$ cat config.mk
export PLATFORM = sky130hd
export DESIGN_NAME = fmmp_ctrl
export DESIGN_NICKNAME = d
export VERILOG_FILES = /design/src/sv/fmmp_pkg.sv /design/src/sv/fmmp_ctrl.sv
export SDC_FILE = /design/constraint.sdc
export NUM_CORES = 1
export LEC_CHECK = 0
export ABC_AREA = 0
export BUFFER_PORTS_ARGS = -buffer_cell sky130_fd_sc_hd__buf_4
export CAP_MARGIN = 20
export CORE_AREA = 2 2 39 41
export DETAILED_ROUTE_END_ITERATION = 7
export DIE_AREA = 0 0 41 43
export RECOVER_POWER = 25
export SYNTH_ARGS = -nofsm -noshare
export SYNTH_HDL_FRONTEND = slang
export SYNTH_SLANG_ARGS = --single-unit
$ cat constraint.sdc
create_clock -name clk_i -period 2.2 [get_ports clk_i]
set_clock_uncertainty 0.15 [all_clocks]
set_input_delay 0.22 -clock clk_i [delete_from_list [all_inputs] [get_ports clk_i]]
set_output_delay 0.22 -clock clk_i [all_outputs]
set_load 0.05 [all_outputs]
$ cat src/sv/fmmp_pkg.sv
// ----------------------------------------------------------------------------
// fmmp_pkg
// Types and constants shared by the Fibonacci matrix power block.
// ----------------------------------------------------------------------------
package fmmp_pkg;

  // width of the result word
  localparam int unsigned FIB_W = 14;

  typedef enum logic [2:0] {
    ST_IDLE,
    ST_CHECK,
    ST_WAIT_A,
    ST_WAIT_B,
    ST_DONE
  } state_e;

  // left operand of the matrix product; right operand is always base
  typedef enum logic {
    OP_ACC,
    OP_BASE
  } opsel_e;

  typedef struct packed {
    logic   load;
    logic   mul_go;
    opsel_e mul_sel;
    logic   wr_acc;
    logic   wr_base;
    logic   shift;
    logic   finish;
  } cmd_t;

  typedef struct packed {
    logic trivial;   // index is 0 or 1
    logic e_bit;     // current exponent bit
    logic e_last;    // exponent down to its top bit
    logic mul_done;  // matrix product ready
  } status_t;

endpackage

$ cat src/sv/fmmp_ctrl.sv
// ----------------------------------------------------------------------------
// fmmp_ctrl
// Sequencer for square-and-multiply over the exponent bits, LSB first.
// ----------------------------------------------------------------------------
module fmmp_ctrl (
  input  logic              clk_i,
  input  logic              rst_ni,
  input  logic              start_i,
  input  fmmp_pkg::status_t status_i,
  output fmmp_pkg::cmd_t    cmd_o,
  output logic              busy_o
);

  fmmp_pkg::state_e state_q, state_d;

  always_ff @(posedge clk_i or negedge rst_ni) begin
    if (!rst_ni) begin
      state_q <= fmmp_pkg::ST_IDLE;
    end else begin
      state_q <= state_d;
    end
  end

  // next state
  always_comb begin
    state_d = state_q;
    unique case (state_q)
      fmmp_pkg::ST_IDLE: begin
        if (start_i) state_d = fmmp_pkg::ST_CHECK;
      end
      fmmp_pkg::ST_CHECK: begin
        if (status_i.trivial)    state_d = fmmp_pkg::ST_DONE;
        else if (status_i.e_bit) state_d = fmmp_pkg::ST_WAIT_A;
        else                     state_d = fmmp_pkg::ST_WAIT_B;
      end
      fmmp_pkg::ST_WAIT_A: begin
        if (status_i.mul_done) begin
          state_d = status_i.e_last ? fmmp_pkg::ST_DONE : fmmp_pkg::ST_WAIT_B;
        end
      end
      fmmp_pkg::ST_WAIT_B: begin
        if (status_i.mul_done) state_d = fmmp_pkg::ST_CHECK;
      end
      fmmp_pkg::ST_DONE: begin
        state_d = fmmp_pkg::ST_IDLE;
      end
      default: state_d = fmmp_pkg::ST_IDLE;
    endcase
  end

  // outputs
  always_comb begin
    cmd_o         = '0;
    cmd_o.mul_sel = fmmp_pkg::OP_BASE;
    busy_o        = 1'b1;
    unique case (state_q)
      fmmp_pkg::ST_IDLE: begin
        busy_o     = 1'b0;
        cmd_o.load = start_i;
      end
      fmmp_pkg::ST_CHECK: begin
        if (!status_i.trivial) begin
          cmd_o.mul_go  = 1'b1;
          cmd_o.mul_sel = status_i.e_bit ? fmmp_pkg::OP_ACC : fmmp_pkg::OP_BASE;
        end
      end
      fmmp_pkg::ST_WAIT_A: begin
        if (status_i.mul_done) begin
          cmd_o.wr_acc = 1'b1;
          // square base straight away; it does not read acc
          cmd_o.mul_go = !status_i.e_last;
        end
      end
      fmmp_pkg::ST_WAIT_B: begin
        if (status_i.mul_done) begin
          cmd_o.wr_base = 1'b1;
          cmd_o.shift   = 1'b1;
        end
      end
      fmmp_pkg::ST_DONE: begin
        cmd_o.finish = 1'b1;
      end
      default: busy_o = 1'b1;
    endcase
  end

endmodule

# Yosys cells after proc, flatten, opt, wreduce, memory -nomap -nowiden
# Cells that the tools add are included.
[totals] regBits=3 output_inout_bits=8 input_bits=7
[classes] n_eq_ne=7 n_reduce_logical=3 n_mux=19
[op_table] operator="$mux W3" n=5
[op_table] operator="$pmux W3 S4" n=1
[op_table] operator="$mux W1" n=9
[op_table] operator="$eq A3 B2 Y1 const B" n=2
[op_table] operator="$mux W2" n=3
[op_table] operator="$ne A2 B2 Y1 const B" n=3
[op_table] operator="$eq A3 B1 Y1 const B" n=1
[op_table] operator="$eq A3 B3 Y1 const B" n=1
[op_table] operator="$logic_not A3 Y1" n=1
[op_table] operator="$reduce_and A3 Y1" n=1
[op_table] operator="$pmux W1 S2" n=1
[op_table] operator="$logic_not A1 Y1" n=1

# Longest topological paths before layout
[logic_depth] ltp_word=3 depth_mapped=4 mapped_depth_nobuf=3

# Least setup slack after synthesis
# OpenSTA, ideal clock, no wires.
[synth_timing] path_kind="register to output" start="register state_q[1]" end="output cmd_o[0] (netlist name)" required_ps=1830 path_stages_with_launch=3 slack_ps=161 path_buffers=1 arrival_time_ps=1669 path_cell_list="dfrtp_1 -> buf_6 -> nor3b_1"
[synth_lines] item="from (decl)" line="fmmp_ctrl.sv:14" source="fmmp_pkg::state_e state_q, state_d;"
[synth_lines] item="from (signal assigned)" line="fmmp_ctrl.sv:18" source="state_q <= fmmp_pkg::ST_IDLE;"
[synth_lines] item="from (signal assigned)" line="fmmp_ctrl.sv:20" source="state_q <= state_d;"
[synth_lines] item="to (decl)" line="fmmp_ctrl.sv:10" source="output fmmp_pkg::cmd_t cmd_o,"

==> metrics <==
die footprint 1760 um2; grt ovf 0; number of flip-flops in the largest register 3; number of global-route vias before repair 233; worst-case clock buffer depth 2; number of buffers created by CTS 3; DRT iter0 DRCs 3; DP HPWL 458 um; Starting Density 0.190; most flop-heavy register state_q; synth unique cells 20; outcome finished clean; drt pass-1 iters 4; DP Worst Slack 0.539 ns; Tmin final 1.90 ns; Ports 15; Mapped Nets 38; register area share after synthesis 0.286; Core ar. 1380 um2; row count 14; Clock transition at path regs 0.04 ns; ant diodes 0; Die H 43 um; Sink Count 3; P per Cell Area 1490 nW/um2; CP bufs+invs 1; Hold Path Class in -> reg; Final nets 55; Startpoint Class flop; Cell Area, Placed 364 um2; Critical Path Sink Type output pin; Fin. Hold Viols 0; synth warn 0; Syn Inst Count 31; Final setup viols 0; gr usage total 0.0825; Design Area, Final 397 um2; max-cap viol count 0; worst path arrival time 1.53 ns; Regs by FF count state_q: 3 flops; P_leak 0.178 nW; PnR Total Power 0.000592 W; clock root buffer master clkbuf_4; unrepaired setup endpoints after global routing false; vias per cell 4.25; Slew Limit Fails 0; routability cong. 0.638; initial antenna violation count 0; port buffer count 14; final core occ 0.287; worst skew pair latency 0.23 ns; layout cells sized above 1 0.404; DR DRC count 0; average routed wire per standard cell 9.65 um; Slowest-stage cell, CP dfrtp_1; required time worst endpoint 1.83 ns; Worst Tran Pin Value 0.304 ns; CP delay by family, top flip-flops; die width 41 um; CTS H-tree lvls 1; crit-path cells or2b_2 -> o22a_1 -> nor2_1 -> buf_4; Setup CP Type reg -> out; CP Max Fanout 12; area grow syn2layout 51.0%; Sum Neg Setup Slack 0 ns; fin crit share 0.863; largest net degree at the start of global routing 13; Slew Limit Headroom 0.798; Syn Std Cell Area 263 um2; Yosys reg bits 3; first-pass GRT wire length 959 um; remaining antenna violation count after routing 0; slowest cell delay on critical path 0.48 ns; FMAX 527 MHz; Post-Syn Area per Cell 8.48 um2; vias 268; Final Worst Setup Slack 0.302 ns; maximum VDD drop 0.579 mV; final WL 608 um; CTS tree yes
-- worst register-to-register path: stages (launching register included) --
cell,delay (ns)
dfrtp_1,0.48
or2b_2,0.34
o21ai_1,0.14
a211oi_1,0.10
-- metal layers --
layer | routed length, um | part of all wire | track usage
met3 | 55 | 0.090 | 0.0366
met2 | 283 | 0.47 | 0.106
met4 | 0 | 0 | 0.0600
met5 | 0 | 0 | 0
met1 | 269 | 0.44 | 0.104
-- repair_timing --
item	CTS	global route
buffers inserted	0	0
hold buffers	1	0
gates resized for setup	0	0
endpoints found under the hold margin	3	0
-- kinds of logic after synthesis --
logic type / count (synthesis) / share of synthesized area
flops: 3 / 0.286
simple gates: 17 / 0.452
buf+inv: 4 / 0.105
compound gates: 7 / 0.157
-- layout make-up --
| type | instances | area [um2] |
|---|---|---|
| tap | 16 | 20.0 |
| multi-input combinational | 24 | 160 |
| fill | 154 | 987 |
| sequential | 3 | 75.1 |
| inverter | 1 | 3.75 |
| clock buffer | 4 | 26.3 |
| timing repair buffer | 15 | 111 |
-- cells in the final DEF, fill, tap and decap left out --
master / count
buf_4: 13
nand3b_1: 4
nor2_1: 4
a21oi_1: 3
clkbuf_4: 3
dfrtp_1: 3
nor3b_1: 2
clkbuf_1: 2
or2b_2: 1
o22a_1: 1
or3_4: 1
and4b_1: 1
inv_1: 1
nor2_2: 1
or2b_1: 1
o21ai_1: 1
or2_0: 1
a211oi_1: 1
nand4b_1: 1
o21ai_0: 1
dlygate4sd3_1: 1
-- Yosys cell counts (all sizes together) --
cell | instances | share of area
nor2 | 5 | 0.081
o21ai | 2 | 0.038
inv | 1 | 0.014
nor3b | 2 | 0.057
a211oi | 1 | 0.029
or2 | 1 | 0.024
nand3b | 4 | 0.11
a21oi | 3 | 0.057
and4b | 1 | 0.038
o22a | 1 | 0.033
or3 | 1 | 0.043
nand4b | 1 | 0.033
buf | 3 | 0.090
dfrtp | 3 | 0.29
or2b | 2 | 0.062
-- report_power, final --
part	internal, W	switching (W)
Combinational	0.000142	0.000221
Clock	0.0000679	0.0000268
Sequential	0.0000796	0.0000552
Total	0.000289	0.000303
-- per-stage QoR --
stage | instances | hold WS, ns
floorplan | 31 | -0.226
global placement | 58 | -0.139
detailed placement | 58 | -0.140
CTS | 63 | 0.148
global route | 63 | 0.175
finish | 63 | 0.149
-- final timing paths --
| check | to | start | slack (ns) | cells after the start |
|---|---|---|---|---|
| min in group asynchronous | state_q[0]$_DFFE_PN0P_ | rst_ni | 0.17 | 2 |
| min reg2reg | state_q[2]$_DFFE_PN0P_ | state_q[2]$_DFFE_PN0P_ | 0.44 | 1 |
| max reg2reg | state_q[0]$_DFFE_PN0P_ | state_q[1]$_DFFE_PN0P_ | 0.87 | 3 |
| min | state_q[2]$_DFFE_PN0P_ | status_i[3] | 0.15 | 3 |
| max in group asynchronous | state_q[1]$_DFFE_PN0P_ | rst_ni | 1.57 | 2 |
| max | cmd_o[5] | state_q[1]$_DFFE_PN0P_ | 0.30 | 4 |
Note: power is estimated with default switching activity, not from simulation.
